## src/arc_pkg.sv

```systemverilog
// Shared types and constants of the ARP resolver cache.
package arc_pkg;

   localparam int CacheEntries = 16;
   localparam int HoldEntries  = 16;
   localparam int QueueDepth   = 16;
   localparam int MaxResults   = 16;

   localparam int MacW    = 48;
   localparam int IpW     = 32;
   localparam int MsW     = 24;
   localparam int HandleW = 16;
   localparam int TimeW   = 48;
   localparam int TypeW   = 16;
   localparam int TickW   = 16;
   localparam int CsrDataW = 48;

   localparam logic [MacW-1:0]  BcastMac      = 48'hFFFF_FFFF_FFFF;
   localparam logic [TypeW-1:0] TypeArp       = 16'h0806;
   localparam logic [TypeW-1:0] TypeIpv4      = 16'h0800;
   localparam logic [15:0]      OpcRequest    = 16'h0001;
   localparam logic [15:0]      OpcReply      = 16'h0002;
   localparam logic [MsW-1:0]   LifetimeReset = 24'd30000;
   localparam logic [MsW-1:0]   HoldReset     = 24'd5000;

   typedef enum logic [1:0] {
      OP_SEND,
      OP_RECV,
      OP_TICK,
      OP_NONE
   } op_type;

   typedef enum logic [2:0] {
      KIND_ARP_REQ,
      KIND_ARP_REPLY,
      KIND_IPV4_OUT,
      KIND_DELIVER,
      KIND_DROP
   } kind_type;

   typedef enum logic [1:0] {
      CSR_OWN_MAC,
      CSR_OWN_IP,
      CSR_LIFETIME,
      CSR_HOLD
   } csr_index_type;

   typedef enum logic [3:0] {
      S_IDLE,
      S_SEND_CACHE,
      S_SEND_HIT,
      S_SEND_HOLD,
      S_SEND_REQ,
      S_SEND_QUEUE,
      S_DELIVER,
      S_LEARN_SCAN,
      S_LEARN_WR,
      S_HOLD_CLR,
      S_REPLY,
      S_DRAIN_CHK,
      S_DRAIN_SCAN,
      S_DRAIN_EMIT,
      S_TICK_SCAN,
      S_FINISH
   } state_type;

   typedef struct packed {
      logic [MacW-1:0] own_mac;
      logic [IpW-1:0]  own_ip;
      logic [MsW-1:0]  lifetime;
      logic [MsW-1:0]  hold;
   } cfg_type;

   typedef struct packed {
      kind_type           kind;
      logic [MacW-1:0]    mac;
      logic [IpW-1:0]     ip;
      logic [HandleW-1:0] handle;
      logic               last;
   } res_type;

   typedef struct packed {
      logic match;
      logic live;
      logic older;
   } cmp_type;

endpackage

```

## src/arc_csr.sv

```systemverilog
// Configuration register file of the ARP resolver cache.
module arc_csr (
   input  logic                        clock,
   input  logic                        reset,
   input  logic                        csr_valid,
   output logic                        csr_ready,
   input  logic [1:0]                  csr_index,
   input  logic [arc_pkg::CsrDataW-1:0] csr_data,
   output arc_pkg::cfg_type            cfg
);
   import arc_pkg::*;

   cfg_type cfg_ff, cfg_in;

   assign csr_ready = 1'b1;
   assign cfg       = cfg_ff;

   always_comb begin
      cfg_in = cfg_ff;
      if (csr_valid) begin
         unique case (csr_index_type'(csr_index))
            CSR_OWN_MAC:  cfg_in.own_mac  = csr_data[MacW-1:0];
            CSR_OWN_IP:   cfg_in.own_ip   = csr_data[IpW-1:0];
            CSR_LIFETIME: cfg_in.lifetime = csr_data[MsW-1:0];
            CSR_HOLD:     cfg_in.hold     = csr_data[MsW-1:0];
            default:      cfg_in = cfg_ff;
         endcase
      end
   end

   always_ff @(posedge clock) begin
      if (reset) begin
         cfg_ff.own_mac  <= '0;
         cfg_ff.own_ip   <= '0;
         cfg_ff.lifetime <= LifetimeReset;
         cfg_ff.hold     <= HoldReset;
      end else begin
         cfg_ff <= cfg_in;
      end
   end

endmodule

```

## config.mk

```make
export PLATFORM = sky130hd
export DESIGN_NAME = arc_csr
export DESIGN_NICKNAME = d
export VERILOG_FILES = /design/src/arc_pkg.sv /design/src/arc_csr.sv
export SDC_FILE = /design/constraint.sdc
export NUM_CORES = 1
export LEC_CHECK = 0
export BUFFER_PORTS_ARGS = -buffer_cell sky130_fd_sc_hd__buf_2
export CAP_MARGIN = 40
export CORE_AREA = 2 2 105 107
export DETAILED_ROUTE_END_ITERATION = 10
export DIE_AREA = 0 0 107 109
export HOLD_SLACK_MARGIN = 0.02
export PLACE_DENSITY = 0.9
export SLEW_MARGIN = 15
export SYNTH_ARGS = -nofsm -noshare
export SYNTH_HDL_FRONTEND = slang
export SYNTH_SLANG_ARGS = --single-unit
```

## constraint.sdc

```tcl
create_clock -name clock -period 1.36 [get_ports clock]
set_input_delay 0.34 -clock clock [delete_from_list [all_inputs] [get_ports clock]]
set_output_delay 0.34 -clock clock [all_outputs]
set_load 0.005 [all_outputs]
```

* After elaboration in Yosys (flattened, before gate mapping) *
Cells that the tools add are included.

cells by class
  shift-type cells = 0
  mux-type cells = 0
  equal/unequal tests = 3
  divide/modulo/power cells = 0
  reductions and logical operators = 5
  add/subtract/negate cells = 0
  bitwise gates (word level) = 0
  magnitude comparators = 0
  multipliers = 0

operators with widths
  cell                                                                    count
  2-bit AND reduction                                                     4
  2-bit equality test (second input constant)                             2
  2-bit by 1-bit equality test with 1-bit output (second input constant)  1
  2-bit zero test                                                         1

storage, ports and cells
  output and inout port bits = 129
  memories = 0
  bits in latches = 0
  register bits = 128
  memory bits (writable) = 0
  bits in read-only memories = 0

* Longest topological paths before layout *
Gate-level depths: netlist of the first run.

  word-level depth = 2
  depth in mapped cells = 5

* Worst setup path before layout of the first run *
Ideal clock, no wire load.

  path kind = in2reg
  from = input csr_index[1]
  to = register cfg_ff (netlist bit cfg[100])
  data required time = 1.288 ns
  data arrival time = 1.090 ns
  cell stages on the path = 4
  setup slack = 0.198 ns
  library setup time = 0.072 ns
  cell sequence = nor3b_2 buf_4 buf_6 mux2i_1

on the way
  cells in the longest elaborated chain, start to end = 2

RTL lines
  item                                  RTL line       RTL
  from (decl)                           arc_csr.sv:7   input logic [1:0] csr_index,
  2-bit zero test                       arc_csr.sv:21  unique case (csr_index_type'(csr_index))
  2-bit AND reduction (no source line)  -
  to (signal assigned)                  arc_csr.sv:38  cfg_ff <= cfg_in;
  to (decl)                             arc_csr.sv:13  cfg_type cfg_ff, cfg_in;

Every way passes these cells.
A chain may end at the register's enable or synchronous reset.

* Worst setup path after layout of the first run *
  from = register cfg_ff (netlist bit cfg[19])
  to = output cfg[19] (netlist name)

RTL lines
  item       RTL line      RTL
  to (decl)  arc_csr.sv:9  output arc_pkg::cfg_type cfg

No word-level cell between the ends.

==> key figures, run 1 <==
Finish
  – Inserted Diodes: 0
  – Fin nets: 712
  – Final cell count without fillers: 812
  – Layout area overhead: 34.1%
  – Commonest non-fill, non-tap cell in the layout: buf_2
  – Layout cells sized above 1: 0.369
  – Post-route core utilization: 0.655
  – Most frequent cells in the layout: buf_2, nand2b_1, mux2i_1
  – Max reg flops: 128
  – Design area: 6940 µm²

Synth
  – Largest cells by area after synthesis: dfxtp_1, mux2i_1, nand2b_1, nor2_1, buf_2
  – Area of the mapped netlist: 5180 µm²
  – Mapped Nets: 536
  – Largest area contributor in the synthesized netlist: dfxtp_1
  – Yosys cell types: 13
  – Synthesized area per cell: 10.7 µm²
  – Synthesized netlist cell count: 483
  – Ys Warns: 0
  – Top-area cell type share of the netlist area: 0.495
  – FF+latch count, synth: 128
  – Sequential area share after synthesis: 0.495

Power and ir drop
  – Net Sw Frac: 0.213
  – Combinational power share: 0.079
  – Clk pwr share: 0.500
  – Power Total: 9.39 mW
  – Reg power frac: 0.422
  – Net Switching: 2.00 mW
  – Pint: 7.40 mW
  – Pleak: 3.45 nW
  – VDD IR-drop max: 0.000761 V
  – PD cells: 1350 nW/µm²

Global routing
  – Initial antenna violation count: 0
  – Grt met2 use: 0.348
  – Global Route met3 Usage: 0.0693
  – Vias in the first global route: 3900
  – Largest net degree at the start of global routing: 70
  – All-Layer GR Usage: 0.204
  – Grt met1 use: 0.231
  – First-pass GRT wire length: 18600 µm
  – GR peak layer: met2
  – Remaining global-route overflow: 0

Floorplan
  – Starting density of the core: 0.488
  – Die Ht: 109 µm
  – # IOs: 182
  – Core Rows: 38
  – Die width: 107 µm
  – Die ar.: 11700 µm²
  – Core Region: 10600 µm²

Worst setup path
  – Crit start category: register
  – Slowest-stage cell, CP: dfxtp_1
  – Crit path buffers/inverters: 1
  – Crit end category: output port
  – Cell Chain, Critical Path: buf_2
  – Max FO, Critical Path: 2
  – WP data arrival: 980 ps
  – Cell family with most CP delay: flip-flops
  – CP peak stage delay: 350 ps
  – WS Path Type: reg -> out
  – Critical path required time: 1020 ps

CTS
  – Post-CTS sizing: 3
  – Root buf cell: clkbuf_8
  – CTS tree: done
  – H-tree depth: 4
  – Sink Count: 128
  – Max Root-Sink Buffers: 2
  – Cts bufs inserted: 17
  – Worst skew pair latency: 510 ps
  – Hold buffers post-CTS: 0
  – Setup Fix Bufs, Post-CTS: 0
  – Clock-pin slew on the worst setup and hold paths: 60 ps

Placed design
  – GPL Wtd Cong: 0.789
  – Placed inst area: 6290 µm²
  – Setup WS pre-CTS: -12.2 ps
  – Number of buffers added on ports: 180
  – Placed Cells: 780
  – Hpwl dp: 8260 µm

STA
  – Post-layout minimum cycle time: 1320 ps
  – Max Clk Rate: 758 MHz
  – Clock skew: 0 ps
  – Final max-slew violation count: 0
  – Final Hold Fails: 0
  – RSZ-0062 raised after global routing: false
  – Tcrit/Tclk final: 0.970
  – Post-route setup slack: 40.8 ps
  – Setup violators final: 0

Hold path
  – Hold Path Class: in -> reg

Routing
  – DR iter-0 viols: 150
  – Via density: 4.79
  – DR pass1 iterations: 4
  – Post-route ant nets: 0
  – Drt total wl: 11600 µm
  – Drt wl/cell: 14.3 µm
  – Remaining routing DRC violations: 0
  – Vias after detailed routing: 3893

Status
  – Status: completed

Run
  – Max-cap check violation count: 0
-- path summary, 6_finish.rpt --
check	start	endpoint	slack, ps	depth (start not counted)
max reg2reg	cfg[6]	cfg[6]	710	2
max	cfg[19]	cfg[19]	40	1
min reg2reg	cfg[102]	cfg[102]	470	2
min	csr_data[37]	cfg[117]	90	3
-- power by group through the flow --
| stage | Clock (mW) | Sequential, mW | Combinational (mW) |
|---|---|---|---|
| floorplan | 0 | 4.04 | 0.402 |
| global placement | 0 | 4.03 | 0.718 |
| detailed placement | 0 | 4.03 | 0.745 |
| CTS | 4.78 | 3.96 | 0.748 |
| global route | 4.95 | 3.97 | 0.811 |
| finish | 4.69 | 3.96 | 0.738 |
-- kinds of logic after synthesis --
| logic type | Yosys count | share of synthesized area |
|---|---|---|
| AND/OR/NAND/NOR | 191 | 0.223 |
| multiplexers | 128 | 0.247 |
| flip-flops | 128 | 0.495 |
| buffers and inverters | 35 | 0.0338 |
| other | 1 | 0.000724 |
-- stage by stage --
step                      hold WS, ps  TNS (ps)
after floorplan                   465         0
after global placement            455         0
after detailed placement          459     -34.6
after CTS                        61.9         0
after global routing             80.7         0
final                            86.1         0
-- cell type report --
cell class | count | area (µm²)
tap | 140 | 175
sequential | 128 | 2590
clock inverter | 10 | 158
fill | 817 | 3660
clock buffer | 22 | 463
multi-input combinational | 320 | 2450
timing repair buffer | 192 | 1110
-- metal layers --
layer | wire (µm) | share of wire
met1 | 4790 | 0.41
met3 | 910 | 0.078
met5 | 0 | 0
met2 | 5720 | 0.49
met4 | 206 | 0.018
-- cell usage after synthesis --
| cell | number |
|---|---|
| mux2i_1 | 128 |
| nor3b_2 | 1 |
| nand2b_1 | 164 |
| conb_1 | 1 |
| and3b_1 | 1 |
| buf_2 | 14 |
| dfxtp_1 | 128 |
| nand3b_1 | 2 |
| nand3_2 | 1 |
| buf_4 | 3 |
| nor2_1 | 22 |
| buf_6 | 2 |
| clkbuf_1 | 16 |
Note: power is estimated with default switching activity, not from simulation.
==> run 2: changes to the inputs <==
RECOVER_POWER = 50   (was unset)
==> run 2 against run 1 <==
Effect of this change: design area shrank 1.4%; clock-buffer cell count did not move; global-route usage stayed put; via count hardly changed; flip-flop and latch count is the same; core utilization decreased by 0.90 points; critical path depth is the same; clock skew unchanged; power fell by 0.21%; combinational power shrank 3.0%; clock power about the same; critical path type unchanged; largest cell class unchanged.
==> key figures, run 2 (synthesized netlist as in run 1, its figures left out) <==
STA
  – Max Clk Rate: 755 MHz (-0.37%)
  – Slew @ Worst Pin: 946 ps
  – Tcrit/Tclk final: 0.974 (+0.00358)
  – Relative slew slack: 0.369
  – Final Hold Fails: 0 (unchanged)
  – Clock skew: 0 ps (unchanged)
  – RSZ-0062 raised after global routing: false
  – Setup violators final: 0 (unchanged)
  – Post-layout minimum cycle time: 1320 ps (+4.87 ps)
  – Post-route setup slack: 35.9 ps (-4.87 ps)
  – Final max-slew violation count: 0 (unchanged)

Routing
  – Top Metal Used: met4
  – Drt total wl: 11700 µm (+0.30%)
  – Post-route ant nets: 0 (unchanged)
  – Via density: 4.80 (about the same)
  – Metal3 WL: 883 µm (-3.0%)
  – Vias after detailed routing: 3896 (+0.077%)
  – DR iter-0 viols: 147 (-2.0%)
  – Drt wl/cell: 14.4 µm (+0.30%)
  – Met2 WL: 5670 µm (-0.89%)
  – Met1 WL: 4850 µm (+1.1%)
  – DR pass1 iterations: 4 (unchanged)
  – Remaining routing DRC violations: 0 (unchanged)

Finish
  – Filler instances: 833 (+2.0%)
  – Inserted Diodes: 0 (unchanged)
  – Max reg flops: 128 (unchanged)
  – Sequential Area: 2590 µm² (unchanged)
  – Area of the multi-input gates: 2430 µm² (-0.67%)
  – Fin nets: 712 (unchanged)
  – Commonest non-fill, non-tap cell in the layout: buf_2
  – Final cell count without fillers: 812 (unchanged)
  – Layout area overhead: 32.2%
  – Most frequent cells in the layout: buf_2, nand2b_1, mux2i_1
  – Layout cells sized above 1: 0.362 (-0.00744)

Global routing
  – Vias in the first global route: 3900 (unchanged)
  – Largest net degree at the start of global routing: 70 (unchanged)
  – Initial antenna violation count: 0 (unchanged)
  – Remaining global-route overflow: 0 (unchanged)
  – All-Layer GR Usage: 0.204 (unchanged)
  – First-pass GRT wire length: 18600 µm (unchanged)

Worst setup path
  – Worst Setup EP: cfg[35]
  – WS Path Type: reg -> out
  – Cell family with most CP delay: flip-flops
  – Critical path required time: 1020 ps (about the same)
  – R2R cell count: 2 (unchanged)
  – Cell Chain, Critical Path: buf_2
  – Crit end category: output port
  – Crit path from: cfg[35]
  – CP peak stage delay: 350 ps (about the same)
  – Worst reg-to-reg setup slack: 690 ps (-20 ps)
  – Crit start category: register
  – Crit path buffers/inverters: 1 (unchanged)
  – WP data arrival: 980 ps (about the same)
  – Max FO, Critical Path: 2 (unchanged)
  – Worst R2R End: cfg[3]
  – Crit path depth: 1 (unchanged)
  – RR Startpoint: cfg[3]
  – Slowest-stage cell, CP: dfxtp_1

CTS
  – Worst skew pair latency: 510 ps (about the same)
  – Clock-pin slew on the worst setup and hold paths: 60 ps (about the same)
  – Max Root-Sink Buffers: 2 (unchanged)
  – Root buf cell: clkbuf_8
  – CTS tree: done
  – Sink Count: 128 (unchanged)
  – Cts bufs inserted: 17 (unchanged)
  – Setup Fix Bufs, Post-CTS: 0 (unchanged)
  – Hold buffers post-CTS: 0 (unchanged)
  – H-tree depth: 4 (unchanged)

Power and ir drop
  – Pleak: 3.40 nW (-1.3%)
  – Power Total: 9.37 mW (-0.21%)
  – Combinational power share: 0.076 (-0.003)
  – Pint: 7.38 mW (-0.23%)
  – Net Switching: 2.00 mW (-0.13%)
  – Clk pwr share: 0.501 (about the same)
  – Reg power frac: 0.423 (about the same)
  – Net Sw Frac: 0.213 (about the same)
  – VDD IR-drop max: 0.000763 V (+0.27%)
  – PD cells: 1370 nW/µm² (+1.2%)

Floorplan
  – # IOs: 182 (unchanged)
  – Core Rows: 38 (unchanged)
  – Starting density of the core: 0.488 (unchanged)
  – Die ar.: 11700 µm² (unchanged)
  – Core Region: 10600 µm² (unchanged)
  – Die width: 107 µm (unchanged)
  – Die Ht: 109 µm (unchanged)

Placed design
  – GPL Wtd Cong: 0.789 (unchanged)
  – Hpwl dp: 8260 µm (unchanged)
  – Setup WS pre-CTS: -12.2 ps (unchanged)
  – Number of buffers added on ports: 180 (unchanged)
  – Placed Cells: 780 (unchanged)

Run
  – Max-cap check violation count: 0 (unchanged)

Status
  – Status: completed

Hold path
  – Hold Path Class: in -> reg
## run 2: changes by cell type in the layout (fill, tap and decap cells not counted)
cell	delta
buf_12	-5
buf_2	-2
clkbuf_1	+3
clkbuf_2	+4
nand3_1	+1
nand3_2	-1
nor3b_1	+1
nor3b_4	-1
## run 2: metal layers
layer,GRT usage,vias to the layer above
met5,0,-
met4,0.0974,0
li1,-,1931
met3,0.0693,24
met2,0.348,143
met1,0.231,1798
## run 2: power by group through the flow
stage | combinational (mW) | clock, mW | sequential, mW
2_1_floorplan | 0.402 | 0 | 4.04
3_3_place_gp | 0.718 | 0 | 4.03
3_5_place_dp | 0.745 | 0 | 4.03
4_1_cts | 0.748 | 4.78 | 3.96
5_1_grt | 0.788 | 4.95 | 3.97
6_report | 0.716 | 4.70 | 3.96
## run 2: how the worst min path moves through the flow
stage	slack [ps]	cells past startpoint	from	endpoint
global placement	450	2	cfg[112]	cfg[112]
detailed placement	460	2	cfg[118]	cfg[118]
global route	80	3	csr_data[40]	cfg[120]
CTS	60	3	csr_data[36]	cfg[116]
floorplan	460	2	cfg[100]	cfg[100]
finish	90	3	csr_data[37]	cfg[117]
## run 2: repair_timing
action,4_1_cts,5_1_grt
cloned,0,0
pin swaps,0,0
endpoints found under the hold margin,0,0
endpoints found under the setup margin,3,21
resized for setup,3,21
## run 2: stage by stage
stage / utilization / TNS, ps / hold slack, ps / area [µm²]
CTS: 0.652 / 0 / 61.9 / 6910
global placement: 0.593 / 0 / 455 / 6290
global route: 0.646 / 0 / 80.7 / 6850
finish: 0.646 / 0 / 87.4 / 6850
floorplan: - / 0 / 465 / 5180
detailed placement: 0.593 / -34.6 / 459 / 6290
## run 2: area by class of cell
type                       instances  share of cell area
clock buffer                      22              0.0676
clock inverter                    10              0.0230
multi-input combinational        320               0.355
sequential                       128               0.379
tap                              140              0.0256
timing repair buffer             192               0.150
## run 2: tightest hold or removal path, cell delays in order
cell and delay (ps):
buf_2 100, nand2b_1 50, mux2i_1 60
