==> src/arc_pkg.sv <==
// Shared types and constants of the ARP resolver cache.
package arc_pkg;

   localparam int CacheEntries = 16;
   localparam int HoldEntries  = 16;
   localparam int QueueDepth   = 16;
   localparam int MaxResults   = 16;

   localparam int MacW    = 48;
   localparam int IpW     = 32;
   localparam int MsW     = 24;
   localparam int HandleW = 16;
   localparam int TimeW   = 48;
   localparam int TypeW   = 16;
   localparam int TickW   = 16;
   localparam int CsrDataW = 48;

   localparam logic [MacW-1:0]  BcastMac      = 48'hFFFF_FFFF_FFFF;
   localparam logic [TypeW-1:0] TypeArp       = 16'h0806;
   localparam logic [TypeW-1:0] TypeIpv4      = 16'h0800;
   localparam logic [15:0]      OpcRequest    = 16'h0001;
   localparam logic [15:0]      OpcReply      = 16'h0002;
   localparam logic [MsW-1:0]   LifetimeReset = 24'd30000;
   localparam logic [MsW-1:0]   HoldReset     = 24'd5000;

   typedef enum logic [1:0] {
      OP_SEND,
      OP_RECV,
      OP_TICK,
      OP_NONE
   } op_type;

   typedef enum logic [2:0] {
      KIND_ARP_REQ,
      KIND_ARP_REPLY,
      KIND_IPV4_OUT,
      KIND_DELIVER,
      KIND_DROP
   } kind_type;

   typedef enum logic [1:0] {
      CSR_OWN_MAC,
      CSR_OWN_IP,
      CSR_LIFETIME,
      CSR_HOLD
   } csr_index_type;

   typedef enum logic [3:0] {
      S_IDLE,
      S_SEND_CACHE,
      S_SEND_HIT,
      S_SEND_HOLD,
      S_SEND_REQ,
      S_SEND_QUEUE,
      S_DELIVER,
      S_LEARN_SCAN,
      S_LEARN_WR,
      S_HOLD_CLR,
      S_REPLY,
      S_DRAIN_CHK,
      S_DRAIN_SCAN,
      S_DRAIN_EMIT,
      S_TICK_SCAN,
      S_FINISH
   } state_type;

   typedef struct packed {
      logic [MacW-1:0] own_mac;
      logic [IpW-1:0]  own_ip;
      logic [MsW-1:0]  lifetime;
      logic [MsW-1:0]  hold;
   } cfg_type;

   typedef struct packed {
      kind_type           kind;
      logic [MacW-1:0]    mac;
      logic [IpW-1:0]     ip;
      logic [HandleW-1:0] handle;
      logic               last;
   } res_type;

   typedef struct packed {
      logic match;
      logic live;
      logic older;
   } cmp_type;

endpackage

==> src/arc_cmp.sv <==
// Shared entry compare unit: address match, expiry liveness, oldest-entry search.
module arc_cmp (
   input  logic                      ent_valid,
   input  logic [arc_pkg::IpW-1:0]   ent_ip,
   input  logic [arc_pkg::IpW-1:0]   key_ip,
   input  logic [arc_pkg::TimeW-1:0] ent_exp,
   input  logic [arc_pkg::TimeW-1:0] now,
   input  logic [arc_pkg::TimeW-1:0] best_exp,
   output arc_pkg::cmp_type          res
);
   import arc_pkg::*;

   always_comb begin
      res.match = ent_valid && (ent_ip == key_ip);
      res.live  = (ent_exp >= now);
      res.older = (ent_exp < best_exp);
   end

endmodule

==> src/arc_core.sv <==
// Sequencer, cache, hold table and pending queue of the ARP resolver.
module arc_core #(
   parameter int CACHE_ENTRIES = arc_pkg::CacheEntries,
   parameter int HOLD_ENTRIES  = arc_pkg::HoldEntries,
   parameter int QUEUE_DEPTH   = arc_pkg::QueueDepth
) (
   input  logic                        clock,
   input  logic                        reset,
   input  arc_pkg::cfg_type            cfg,
   input  logic                        req_valid,
   output logic                        req_ready,
   input  logic [1:0]                  req_op,
   input  logic [arc_pkg::HandleW-1:0] req_dgram_handle,
   input  logic [arc_pkg::IpW-1:0]     req_next_hop_ip,
   input  logic [arc_pkg::MacW-1:0]    req_frame_dst_mac,
   input  logic [arc_pkg::TypeW-1:0]   req_frame_type,
   input  logic                        req_payload_ok,
   input  logic [15:0]                 req_arp_opcode,
   input  logic [arc_pkg::IpW-1:0]     req_sender_ip,
   input  logic [arc_pkg::MacW-1:0]    req_sender_mac,
   input  logic [arc_pkg::IpW-1:0]     req_target_ip,
   input  logic [arc_pkg::TickW-1:0]   req_elapsed_ms,
   input  logic                        slot_free,
   output logic                        push_valid,
   output arc_pkg::res_type            push_res
);
   import arc_pkg::*;

   localparam int CW   = $clog2(CACHE_ENTRIES);
   localparam int HW   = $clog2(HOLD_ENTRIES);
   localparam int SW   = (CW > HW) ? CW : HW;
   localparam int QW   = $clog2(QUEUE_DEPTH);
   localparam int CNTW = $clog2(QUEUE_DEPTH + 1);
   localparam int TW   = CNTW + 1;
   localparam int DW   = $clog2(MaxResults + 1);

   // stores
   logic [IpW-1:0]     c_ip_ff  [CACHE_ENTRIES];
   logic [MacW-1:0]    c_mac_ff [CACHE_ENTRIES];
   logic [TimeW-1:0]   c_exp_ff [CACHE_ENTRIES];
   logic [CACHE_ENTRIES-1:0] c_val_ff;
   logic [IpW-1:0]     h_ip_ff  [HOLD_ENTRIES];
   logic [TimeW-1:0]   h_exp_ff [HOLD_ENTRIES];
   logic [HOLD_ENTRIES-1:0]  h_val_ff;
   logic [IpW-1:0]     q_ip_ff     [QUEUE_DEPTH];
   logic [HandleW-1:0] q_handle_ff [QUEUE_DEPTH];
   logic [QW-1:0]      head_ff;
   logic [CNTW-1:0]    cnt_ff;
   logic [TimeW-1:0]   now_ff;

   // item and sequencer state
   state_type          state_ff, state_in;
   logic [SW-1:0]      idx_ff;
   logic [IpW-1:0]     key_ip_ff, sip_ff, tip_ff;
   logic [MacW-1:0]    smac_ff;
   logic [HandleW-1:0] handle_ff;
   logic               is_reply_ff;
   logic [DW-1:0]      drained_ff;

   // scan trackers
   logic               m_found_ff, m_found_in, m_live_ff, m_live_in;
   logic [SW-1:0]      m_idx_ff, m_idx_in;
   logic [MacW-1:0]    mac_ff, mac_in;
   logic               f_found_ff, f_found_in;
   logic [SW-1:0]      f_idx_ff, f_idx_in;
   logic [SW-1:0]      b_idx_ff, b_idx_in;
   logic [TimeW-1:0]   b_exp_ff, b_exp_in;

   // staged result, pushed once the next one (or the item end) is known
   res_type            stg_ff;
   logic               stg_valid_ff;

   logic [CW-1:0]      cidx;
   logic [HW-1:0]      hidx;
   logic               use_hold, scan_state, scan_last, first;
   logic               e_valid;
   logic [IpW-1:0]     e_ip;
   logic [TimeW-1:0]   e_exp;
   cmp_type            cr;
   logic [SW-1:0]      slot;
   logic [MsW-1:0]     add_op;
   logic [TimeW:0]     add_sum;
   logic [TimeW-1:0]   add_sat;
   logic [TW-1:0]      tail_sum;
   logic [QW-1:0]      tail;
   logic [QW-1:0]      head_next;
   logic               q_full, dst_ok, arp_go, ipv4_go;
   logic               emit_req, emit_ok, emit_fire;
   res_type            emit_res;

   assign cidx = idx_ff[CW-1:0];
   assign hidx = idx_ff[HW-1:0];
   assign use_hold   = (state_ff == S_SEND_HOLD) || (state_ff == S_HOLD_CLR);
   assign scan_state = (state_ff == S_SEND_CACHE) || (state_ff == S_SEND_HOLD) ||
                       (state_ff == S_LEARN_SCAN) || (state_ff == S_HOLD_CLR) ||
                       (state_ff == S_DRAIN_SCAN) || (state_ff == S_TICK_SCAN);
   assign scan_last  = use_hold ? (idx_ff == SW'(HOLD_ENTRIES - 1))
                                : (idx_ff == SW'(CACHE_ENTRIES - 1));
   assign first      = (idx_ff == '0);

   always_comb begin
      if (use_hold) begin
         e_valid = h_val_ff[hidx];
         e_ip    = h_ip_ff[hidx];
         e_exp   = h_exp_ff[hidx];
      end else begin
         e_valid = c_val_ff[cidx];
         e_ip    = c_ip_ff[cidx];
         e_exp   = c_exp_ff[cidx];
      end
   end

   arc_cmp u_cmp (
      .ent_valid (e_valid),
      .ent_ip    (e_ip),
      .key_ip    (key_ip_ff),
      .ent_exp   (e_exp),
      .now       (now_ff),
      .best_exp  (b_exp_ff),
      .res       (cr)
   );

   // one pass finds the match, the lowest free entry and the earliest expiry
   always_comb begin
      m_found_in = first ? 1'b0 : m_found_ff;
      m_idx_in   = m_idx_ff;
      m_live_in  = m_live_ff;
      mac_in     = mac_ff;
      f_found_in = first ? 1'b0 : f_found_ff;
      f_idx_in   = f_idx_ff;
      b_idx_in   = b_idx_ff;
      b_exp_in   = b_exp_ff;
      if (!m_found_in && cr.match) begin
         m_found_in = 1'b1;
         m_idx_in   = idx_ff;
         m_live_in  = cr.live;
         mac_in     = c_mac_ff[cidx];
      end
      if (!f_found_in && !e_valid) begin
         f_found_in = 1'b1;
         f_idx_in   = idx_ff;
      end
      if (first || (e_valid && cr.older)) begin
         b_idx_in = idx_ff;
         b_exp_in = e_exp;
      end
   end

   assign slot = m_found_ff ? m_idx_ff : (f_found_ff ? f_idx_ff : b_idx_ff);

   // shared saturating time adder
   always_comb begin
      unique case (state_ff)
         S_LEARN_WR: add_op = cfg.lifetime;
         S_SEND_REQ: add_op = cfg.hold;
         default:    add_op = MsW'(req_elapsed_ms);
      endcase
      add_sum = {1'b0, now_ff} + (TimeW + 1)'(add_op);
      add_sat = add_sum[TimeW] ? {TimeW{1'b1}} : add_sum[TimeW-1:0];
   end

   always_comb begin
      tail_sum = TW'(head_ff) + TW'(cnt_ff);
      if (tail_sum >= TW'(QUEUE_DEPTH)) begin
         tail_sum = tail_sum - TW'(QUEUE_DEPTH);
      end
      tail      = tail_sum[QW-1:0];
      head_next = (head_ff == QW'(QUEUE_DEPTH - 1)) ? '0 : head_ff + 1'b1;
   end

   assign q_full  = (cnt_ff >= CNTW'(QUEUE_DEPTH));
   assign dst_ok  = (req_frame_dst_mac == cfg.own_mac) || (req_frame_dst_mac == BcastMac);
   assign arp_go  = dst_ok && (req_frame_type == TypeArp) && req_payload_ok &&
                    ((req_arp_opcode == OpcRequest) || (req_arp_opcode == OpcReply));
   assign ipv4_go = dst_ok && (req_frame_type == TypeIpv4) && req_payload_ok;

   // next state
   always_comb begin
      state_in = state_ff;
      unique case (state_ff)
         S_IDLE: begin
            if (req_valid) begin
               unique case (op_type'(req_op))
                  OP_SEND: state_in = S_SEND_CACHE;
                  OP_RECV: state_in = arp_go ? S_LEARN_SCAN :
                                      (ipv4_go ? S_DELIVER : S_FINISH);
                  OP_TICK: state_in = S_TICK_SCAN;
                  default: state_in = S_FINISH;
               endcase
            end
         end
         S_SEND_CACHE: if (scan_last) begin
            state_in = (m_found_in && m_live_in) ? S_SEND_HIT : S_SEND_HOLD;
         end
         S_SEND_HIT:   if (emit_ok) state_in = S_FINISH;
         S_SEND_HOLD:  if (scan_last) begin
            state_in = (m_found_in && m_live_in) ? S_FINISH : S_SEND_REQ;
         end
         S_SEND_REQ:   if (emit_ok) state_in = S_SEND_QUEUE;
         S_SEND_QUEUE: if (!q_full || emit_ok) state_in = S_FINISH;
         S_DELIVER:    if (emit_ok) state_in = S_FINISH;
         S_LEARN_SCAN: if (scan_last) state_in = S_LEARN_WR;
         S_LEARN_WR:   state_in = S_HOLD_CLR;
         S_HOLD_CLR:   if (scan_last) state_in = is_reply_ff ? S_DRAIN_CHK : S_REPLY;
         S_REPLY:      if ((tip_ff != cfg.own_ip) || emit_ok) state_in = S_FINISH;
         S_DRAIN_CHK: begin
            if ((cnt_ff == '0) || (drained_ff == DW'(MaxResults))) begin
               state_in = S_FINISH;
            end else begin
               state_in = S_DRAIN_SCAN;
            end
         end
         S_DRAIN_SCAN: if (scan_last) begin
            state_in = (m_found_in && m_live_in) ? S_DRAIN_EMIT : S_FINISH;
         end
         S_DRAIN_EMIT: if (emit_ok) state_in = S_DRAIN_CHK;
         S_TICK_SCAN:  if (scan_last) state_in = S_FINISH;
         S_FINISH:     if (!stg_valid_ff || slot_free) state_in = S_IDLE;
         default:      state_in = S_IDLE;
      endcase
   end

   // outputs of the sequencer
   always_comb begin
      emit_req        = 1'b0;
      emit_res        = '0;
      emit_res.kind   = KIND_IPV4_OUT;
      unique case (state_ff)
         S_SEND_HIT: begin
            emit_req        = 1'b1;
            emit_res.mac    = mac_ff;
            emit_res.handle = handle_ff;
         end
         S_SEND_REQ: begin
            emit_req      = 1'b1;
            emit_res.kind = KIND_ARP_REQ;
            emit_res.mac  = BcastMac;
            emit_res.ip   = key_ip_ff;
         end
         S_SEND_QUEUE: begin
            emit_req        = q_full;
            emit_res.kind   = KIND_DROP;
            emit_res.handle = handle_ff;
         end
         S_DELIVER: begin
            emit_req        = 1'b1;
            emit_res.kind   = KIND_DELIVER;
            emit_res.handle = handle_ff;
         end
         S_REPLY: begin
            emit_req      = (tip_ff == cfg.own_ip);
            emit_res.kind = KIND_ARP_REPLY;
            emit_res.mac  = smac_ff;
            emit_res.ip   = sip_ff;
         end
         S_DRAIN_EMIT: begin
            emit_req        = 1'b1;
            emit_res.mac    = mac_ff;
            emit_res.handle = q_handle_ff[head_ff];
         end
         default: emit_req = 1'b0;
      endcase
   end

   assign emit_ok   = !stg_valid_ff || slot_free;
   assign emit_fire = emit_req && emit_ok;
   assign req_ready = (state_ff == S_IDLE);

   always_comb begin
      push_valid    = stg_valid_ff && slot_free &&
                      (emit_req || (state_ff == S_FINISH));
      push_res      = stg_ff;
      push_res.last = (state_ff == S_FINISH);
   end

   // control state
   always_ff @(posedge clock) begin
      if (reset) begin
         state_ff     <= S_IDLE;
         idx_ff       <= '0;
         c_val_ff     <= '0;
         h_val_ff     <= '0;
         head_ff      <= '0;
         cnt_ff       <= '0;
         now_ff       <= '0;
         drained_ff   <= '0;
         stg_valid_ff <= 1'b0;
      end else begin
         state_ff <= state_in;
         idx_ff   <= (scan_state && !scan_last) ? idx_ff + 1'b1 : '0;
         if (req_valid && req_ready) begin
            drained_ff <= '0;
            if (req_op == OP_TICK) now_ff <= add_sat;
         end
         if (state_ff == S_LEARN_WR) c_val_ff[slot[CW-1:0]] <= 1'b1;
         if ((state_ff == S_TICK_SCAN) && e_valid && !cr.live) c_val_ff[cidx] <= 1'b0;
         if ((state_ff == S_SEND_REQ) && emit_ok) h_val_ff[slot[HW-1:0]] <= 1'b1;
         if ((state_ff == S_HOLD_CLR) && cr.match) h_val_ff[hidx] <= 1'b0;
         if ((state_ff == S_SEND_QUEUE) && !q_full) cnt_ff <= cnt_ff + 1'b1;
         if ((state_ff == S_DRAIN_EMIT) && emit_ok) begin
            head_ff    <= head_next;
            cnt_ff     <= cnt_ff - 1'b1;
            drained_ff <= drained_ff + 1'b1;
         end
         if (emit_fire) begin
            stg_valid_ff <= 1'b1;
         end else if ((state_ff == S_FINISH) && slot_free) begin
            stg_valid_ff <= 1'b0;
         end
      end
   end

   // payload
   always_ff @(posedge clock) begin
      if (req_valid && req_ready) begin
         key_ip_ff   <= (req_op == OP_SEND) ? req_next_hop_ip : req_sender_ip;
         sip_ff      <= req_sender_ip;
         tip_ff      <= req_target_ip;
         smac_ff     <= req_sender_mac;
         handle_ff   <= req_dgram_handle;
         is_reply_ff <= (req_arp_opcode == OpcReply);
      end
      if (state_ff == S_DRAIN_CHK) key_ip_ff <= q_ip_ff[head_ff];
      if (scan_state) begin
         m_found_ff <= m_found_in;
         m_idx_ff   <= m_idx_in;
         m_live_ff  <= m_live_in;
         mac_ff     <= mac_in;
         f_found_ff <= f_found_in;
         f_idx_ff   <= f_idx_in;
         b_idx_ff   <= b_idx_in;
         b_exp_ff   <= b_exp_in;
      end
      if (state_ff == S_LEARN_WR) begin
         c_ip_ff[slot[CW-1:0]]  <= key_ip_ff;
         c_mac_ff[slot[CW-1:0]] <= smac_ff;
         c_exp_ff[slot[CW-1:0]] <= add_sat;
      end
      if ((state_ff == S_SEND_REQ) && emit_ok) begin
         h_ip_ff[slot[HW-1:0]]  <= key_ip_ff;
         h_exp_ff[slot[HW-1:0]] <= add_sat;
      end
      if ((state_ff == S_SEND_QUEUE) && !q_full) begin
         q_ip_ff[tail]     <= key_ip_ff;
         q_handle_ff[tail] <= handle_ff;
      end
      if (emit_fire) stg_ff <= emit_res;
   end

   a_cnt_bound: assert property (@(posedge clock) disable iff (reset)
      cnt_ff <= CNTW'(QUEUE_DEPTH))
      else $error("pending queue count beyond depth");

   a_drain_bound: assert property (@(posedge clock) disable iff (reset)
      drained_ff <= DW'(MaxResults))
      else $error("drain ran past the result limit");

   a_last_ends: assert property (@(posedge clock) disable iff (reset)
      (push_valid && push_res.last) |=> (state_ff == S_IDLE))
      else $error("last transfer did not end the item");

   a_busy_after_accept: assert property (@(posedge clock) disable iff (reset)
      (req_valid && req_ready) |=> !req_ready)
      else $error("accepted a new item while busy");

endmodule

==> config.mk <==
export PLATFORM = sky130hd
export DESIGN_NAME = arc_core
export DESIGN_NICKNAME = d
export VERILOG_FILES = /design/src/arc_pkg.sv /design/src/arc_cmp.sv /design/src/arc_core.sv
export SDC_FILE = /design/constraint.sdc
export NUM_CORES = 2
export LEC_CHECK = 0
export BUFFER_PORTS_ARGS = -buffer_cell sky130_fd_sc_hd__buf_2
export CAP_MARGIN = 20
export CORE_ASPECT_RATIO = 1.5
export CORE_MARGIN = 4
export CORE_UTILIZATION = 50
export CTS_BUF_LIST = sky130_fd_sc_hd__clkbuf_16
export DETAILED_ROUTE_END_ITERATION = 12
export PLACE_DENSITY = 0.73
export SYNTH_ARGS = -nofsm -noshare
export SYNTH_HDL_FRONTEND = slang
export SYNTH_HIERARCHICAL = 1
export SYNTH_SLANG_ARGS = --single-unit
==> constraint.sdc <==
create_clock -name clock -period 10.3 [get_ports clock]
set_input_delay 1.03 -clock clock [delete_from_list [all_inputs] [get_ports clock]]
set_output_delay 1.03 -clock clock [all_outputs]
set_load 0.005 [all_outputs]
### After elaboration in Yosys (flattened, before gate mapping)

Memory sizes are Yosys's and may differ from the RTL's. A register that Yosys moved wholly into a read port is not among the register bits.
Index checks and enable logic that the tools add are counted.

* $add $sub $neg: 8
* magnitude comparators: 8
* eq/ne operators: 42
* muxes and demuxes: 77
* bitwise logic cells: 6
* reduce and logical (&&, ||, !) cells: 63

Operators by type and width (number)
* 48-bit case mux with 3 select lines: 1
* 32-bit two-way mux: 4
* 4-bit two-way mux: 28
* 16-bit two-way mux: 6
* 48-bit two-way mux: 2
* 32-bit == test: 2
* 32-bit case mux with 2 select lines: 1
* 4-bit case mux with 15 select lines: 1
* 48-bit by 24-bit adder with 49-bit output: 1
* 48-bit == test: 1
* 48-bit == test, second input constant: 1
* 48-bit >= comparator: 1
* 48-bit < comparator: 1
* 24-bit case mux with 2 select lines: 1
* 4-bit == test, second input constant: 10
* 16-bit bitwise AND: 2
* 16-bit by 12-bit == test with 1-bit output, second input constant: 2
* 32-bit != test: 1
* 16-bit bitwise OR: 2
* 16-bit case mux with 2 select lines: 1
* 1-bit logical AND: 24
* 2-bit != test, second input constant: 11
* 5-bit two-way mux: 4
* 1-bit two-way mux: 19
* other kinds (37): 77

* bits in registers: 426
* bits in writable memories: 4096
* input port bits: 391
* output and inout bits: 102
* memories kept: 7

Memories
* c_exp_ff: words 16, bits a word 48, rd ports 1, clocked after Yosys merged registers in 1, wr ports 1, line arc_core.sv:40 `logic [TimeW-1:0] c_exp_ff [CACHE_ENTRIES];`
* c_mac_ff: words 16, bits a word 48, rd ports 1, clocked after Yosys merged registers in 1, wr ports 1, line arc_core.sv:39 `logic [MacW-1:0] c_mac_ff [CACHE_ENTRIES];`
* h_exp_ff: words 16, bits a word 48, rd ports 1, clocked after Yosys merged registers in 1, wr ports 1, line arc_core.sv:43 `logic [TimeW-1:0] h_exp_ff [HOLD_ENTRIES];`
* c_ip_ff: words 16, bits a word 32, rd ports 1, clocked after Yosys merged registers in 1, wr ports 1, line arc_core.sv:38 `logic [IpW-1:0] c_ip_ff [CACHE_ENTRIES];`
* h_ip_ff: words 16, bits a word 32, rd ports 1, clocked after Yosys merged registers in 1, wr ports 1, line arc_core.sv:42 `logic [IpW-1:0] h_ip_ff [HOLD_ENTRIES];`
* q_ip_ff: words 16, bits a word 32, rd ports 1, clocked after Yosys merged registers in 1, wr ports 1, line arc_core.sv:45 `logic [IpW-1:0] q_ip_ff [QUEUE_DEPTH];`
* 1 more memories

### Depth between registers and ports, before layout

* depth in word-level cells: 11
* gate-level depth with buffers: 22

### Modules after synthesis

Netlist, hierarchy kept.

By module, submodules not included
* arc_core: instances 1, cells each 7499, area an instance 175475.8 µm², seq. area each 136280.7 µm²
* arc_cmp: instances 1, cells each 366, area an instance 2693.8 µm², seq. area each 0.0 µm²

### Worst setup path before layout

OpenSTA, ideal clock, no wires.

* path kind: register -> register
* start: register idx_ff[1], in the netlist cidx[1]
* end: register b_exp_ff[0] (enable)
* setup time: 0.541 ns
* data arrival time: 7.531 ns
* required time: 9.759 ns
* path slack: 2.227 ns
* stages on the path, launching flop included: 17
* period minus slack after synthesis: 8.073 ns
* path through: dfxtp_1 > buf_2 > buf_2 > buf_2 > buf_1 > mux4_2 > mux4_2 > mux2_2 > ha_1 > a211o_1 > a31oi_1 > nor3_1 > o211ai_1 > nand4_1 > a31oi_1 > nand2_1 > a21boi_0

* longest elaborated chain between the ends: 6
* elaborated cells between the ends (all ways): 9
* those cells by class: mux: 5; reduce/logical: 4

Ends and longest elaborated chain
* from (decl): line arc_core.sv:53 `logic [SW-1:0] idx_ff;`
* from (signal assigned): line arc_core.sv:290 `idx_ff <= (scan_state && !scan_last) ? idx_ff + 1'b1 : '0;`
* 1-bit binary-select mux with 4-bit select (on tied branches): line arc_core.sv:107, arc_core.sv:103
* 1-bit two-way mux (on tied branches): line arc_core.sv:107, arc_core.sv:103
* 1-bit two-way mux: line arc_core.sv:102 `if (use_hold) begin`
* 1-bit logical AND: line arc_core.sv:143 `if (first || (e_valid && cr.older)) begin`
* 1-bit logical OR (*): line arc_core.sv:143
* 2-bit AND reduction (no line) (*)
* to (signal assigned): line arc_core.sv:332 `b_exp_ff <= b_exp_in;`
* to (decl): line arc_core.sv:67 `logic [TimeW-1:0] b_exp_ff, b_exp_in;`

Mark *: on every way between the ends. The rest lies on a longest branch, timed or not. The select of a mux whose other input is x is not followed.
A chain may end at the register's enable or synchronous reset.

### Worst setup path after layout

* start: register idx_ff[1], in the netlist cidx[1]
* end: register state_ff[1]

* longest elaborated chain between the ends: 10
* elaborated cells between the ends (all ways): 26
* those cells by class: eq/ne: 7; mux: 13; reduce/logical: 6

Ends and longest elaborated chain
* 1-bit binary-select mux with 4-bit select (on tied branches): line arc_core.sv:107, arc_core.sv:103
* 1-bit two-way mux (on tied branches): line arc_core.sv:107, arc_core.sv:103
* 1-bit two-way mux: line arc_core.sv:102
* 1-bit logical AND: line arc_cmp.sv:14 `res.match = ent_valid && (ent_ip == key_ip);`
* 1-bit logical AND: line arc_core.sv:133 `if (!m_found_in && cr.match) begin`
* 1-bit two-way mux: line arc_core.sv:133
* 1-bit logical AND: line arc_core.sv:197, arc_core.sv:214
* 2-bit two-way mux / 4-bit two-way mux (equally long branches): line arc_core.sv:214, arc_core.sv:197
* 4-bit two-way mux (on tied branches): line arc_core.sv:213, arc_core.sv:196
* 4-bit case mux with 15 select lines: line arc_core.sv:180 `unique case (state_ff)`
* to (signal assigned): line arc_core.sv:289 `state_ff <= state_in;`
* to (decl): line arc_core.sv:52 `state_type state_ff, state_in;`

Several ways; a longest one is shown, not always the timed one. The select of a mux whose other input is x is not followed.

==> results.yml <==
yosys:
  seq_area_frac_synth: 0.765
  synthMuxAreaShare: 0.170
  syn_inst: 7865
  synth_cell_type_count: 75
  synthSimpleGateAreaFrac: 0.0155
  synth_compound_area_frac: 0.0193
  yosys_warnings: 6
  synth_edf_count: 4467
  synthArstFlopShare: 0
  ys_ff_latch: 4574
  synthAdderAreaFrac: 0.00968
  synth_nets: 8392
  synth-xor-area-share: 0.00806
  syn-cell-area_sq_um: 178000
  synth_top_family_by_area: "multiplexers"
  syn_avg_cell_area_sq_um: 22.7
  synth_ff_type: "edfxtp_1"
route:
  viasPerCell: 6.41
  via_count: 87400
  drcViolationCount: 0
  drtIter0Drc: 11800
  post_drt_wl_per_cell_um: 32.7
  detail-route-antenna-nets: 0
  drt_wl_total_um: 445000
  drt-pass1-iter-count: 6
floorplanning:
  start_util: 0.502
  core-area_sq_um: 355000
  row_count: 268
  die_x_um: 495
  dieArea_sq_um: 366000
  io_pins: 493
  die_h_um: 739
power:
  power_per_cell_area_nw_per_um2: 229
  pwr-share-clk: 0.325
  ir_worst_vdd_mv: 0.454
  comb_power_share: 0.166
  power.switching_mw: 11.9
  p_int_mw: 33.9
  pwr-share-seq: 0.509
  power_leakage_nw: 62.4
  switching_share: 0.260
worst_hold_path:
  holdPathStages: 1
  hold-path-endpoint: "handle_ff[4]"
  hp-class: "input pin to flop"
  hp-start: "req_dgram_handle[4]"
sta:
  fin_tns_setup_ns: 0
  finalHoldViolations: 0
  tightest_slew_ns: 1.25
  worst_hold_slack_ns: 0.268
  finalCritPeriodShare: 0.682
  relSlewSlack: 0.167
  rsz0062_at_grt: "false"
  finalSetupViolations: 0
  fin_skew_ns: 0.0602
  fmax_ghz: 0.142
  min_period_ns: 7.02
  slew_viol_final: 0
global_routing:
  antenna_found_initial: 20
  grt_pass1_wl_um: 641000
  grt_max_degree: 166
  grtUsageTotal: 0.241
  grt_overflow: 0
  grt_pass1_vias: 89500
layout:
  drive_above_1_share: 0.308
  fillCellCount: 25000
  syn_to_final_growth_pct: 12.5
  most-common-layout-cells: "edfxtp_1, mux4_2, buf_2, clkbuf_16, inv_1"
  final_common_cell: "edfxtp_1"
  multi_input_area_sq_um: 40200
  nNetsFinal: 9110
  seq_area_sq_um: 136000
  utilization: 0.565
setup_path:
  arrival_ns: 7.87
  slowest_stage: "dfxtp_4"
  r2r_cells: 18
  start_kind: "flop"
  cpPeakStageDelay_ns: 0.91
  cp_max_fo: 165
  cp.required_ns: 11.14
  path_cells: "buf_12, mux4_2, mux4_2, mux2_2, ha_1, and4_4, nand4_1, nor3_2, nand3_1, o41ai_1, a211o_1, nand2_1, a21oi_1, a311oi_1, nor4_1, or4_1, a21oi_1, nor3_1"
  crit_type: "flop to flop"
  timing.rr.end: "state_ff[1]"
  r2r_setup_slack_ns: 3.28
  worst_setup_path_end_kind: "flop"
  rr_startpoint: "cidx[1]"
clocking:
  clock_latency_ns: 0.94
  cts_tree: "built"
  clk_pin_slew_worst_paths_ns: 0.07
  cts_hold_buf: 0
  cts.sinks: 4574
  numCtsBuffers: 407
  h-tree-depth: 5
  cts_resized: 0
  cts_setup_buffers: 0
  clk_path_buf_depth: 4
  cts_root_buffer: "clkbuf_16"
run_status:
  outcome: "complete, no violations"
placement:
  hpwl_um: 230000
  io_buffers: 492
  gp_congestion: 0.860
run:
  maxCapViolCount: 0
-- cells by family (layout without fill, tap and decap cells) --
kind of cell | Yosys count | in the layout
AOI/OAI and AO/OA | 470 | 470
xor gates and xnor gates | 164 | 164
adders and majority gates | 136 | 136
buffers and inverters | 520 | 1560
DFF | 4574 | 4574
muxes | 1412 | 1412
other | 0 | 6
and+or+nand+nor | 589 | 589
-- sequential cells by signal, indices dropped and copies added (netlist names), 32 cells and up, named ones only --
signal and flops:
sip_ff 32, h_exp_ff 768, c_ip_ff 512, c_mac_ff 768
push_res 99, q_handle_ff 256, mac_ff 48, b_exp_ff 48
key_ip_ff 32, smac_ff 48, q_ip_ff 512, c_exp_ff 768
now_ff 48, tip_ff 32, h_ip_ff 512
-- synth_stat cells (7+ instances only) --
cell type     n  area, sq um
a211o_1       7         61.3
a211oi_1     16          120
a21o_1       31          233
a21oi_1     130          651
a221o_1      51          510
a22o_1       40          350
a22oi_1      19          143
a311oi_1     25          219
a31oi_1      14         87.6
and3_1       23          144
buf_1        40          150
buf_2       122          611
clkbuf_1    217          815
dfxtp_1     107         2140
edfxtp_1   4467       134000
ha_1        133         1660
inv_1       134          503
mux2_2       82          923
mux2i_1      40          400
mux4_2     1290        29100
nand2_1     184          691
nand2b_1     10         62.6
nand3_1      50          250
nand4_1      61          382
nor2_1      173          649
nor3_1       19         95.1
nor4_1       24          150
o21ai_0      56          280
o221a_1      14          158
o221a_2      16          180
xnor2_1     103          902
xor2_1       61          534
-- metrics by stage --
stage               power [mW]  area [sq um]  worst slack, ns  instances
detailed placement        31.2        187000             3.05      12900
floorplan                 28.4        178000             2.23       7865
global route              47.4        201000             3.04      13600
CTS                       46.0        200000             3.01      13600
finish                    45.8        201000             3.28      13600
global placement          31.0        187000             3.03      12900
-- how the worst max path moves through the flow --
stage	startpoint	to	cells past startpoint
6_report	cidx[1]	state_ff[1]	18
5_1_grt	cidx[0]	state_ff[1]	18
4_1_cts	cidx[0]	mac_ff[13]	11
3_5_place_dp	cidx[0]	mac_ff[19]	11
3_3_place_gp	cidx[0]	mac_ff[18]	11
2_1_floorplan	cidx[1]	b_exp_ff[0]	16
-- metal layers --
metal  wire (um)  global-route usage  vias to the layer above
li1            -                   -                    34800
met1      158000               0.324                    46100
met2      223000               0.400                     5547
met3       45700              0.0406                      947
met4       18500              0.0890                        6
met5          33                   0                        -
-- layout make-up --
class | count | share of cell area
diodes | 6 | 0.0000749
multi-input cells | 2771 | 0.201
well taps | 4725 | 0.0295
clock inverters | 315 | 0.0126
inverters | 135 | 0.00255
repair buffers | 694 | 0.0229
clock buffers | 416 | 0.0519
flip-flops and latches | 4574 | 0.680
-- power groups by stage --
stage | clock network [mW] | logic (mW) | registers [mW]
6_report | 14.9 | 7.61 | 23.3
3_5_place_dp | 0 | 7.54 | 23.7
3_3_place_gp | 0 | 7.35 | 23.6
2_1_floorplan | 0 | 4.65 | 23.8
4_1_cts | 15.1 | 7.59 | 23.3
5_1_grt | 15.9 | 8.12 | 23.4
-- critical path, delay by kind of cell, from the launching register on --
family                   cells  cell delay (ns)
AO/OA/AOI/OAI                5             1.13
buffers and inverters        1             0.74
adder cells (fa/ha/maj)      1             0.31
multiplexers                 3             1.28
flip-flops                   1             0.91
AND/OR/NAND/NOR              8             2.44
Note: power is estimated with default switching activity, not from simulation.
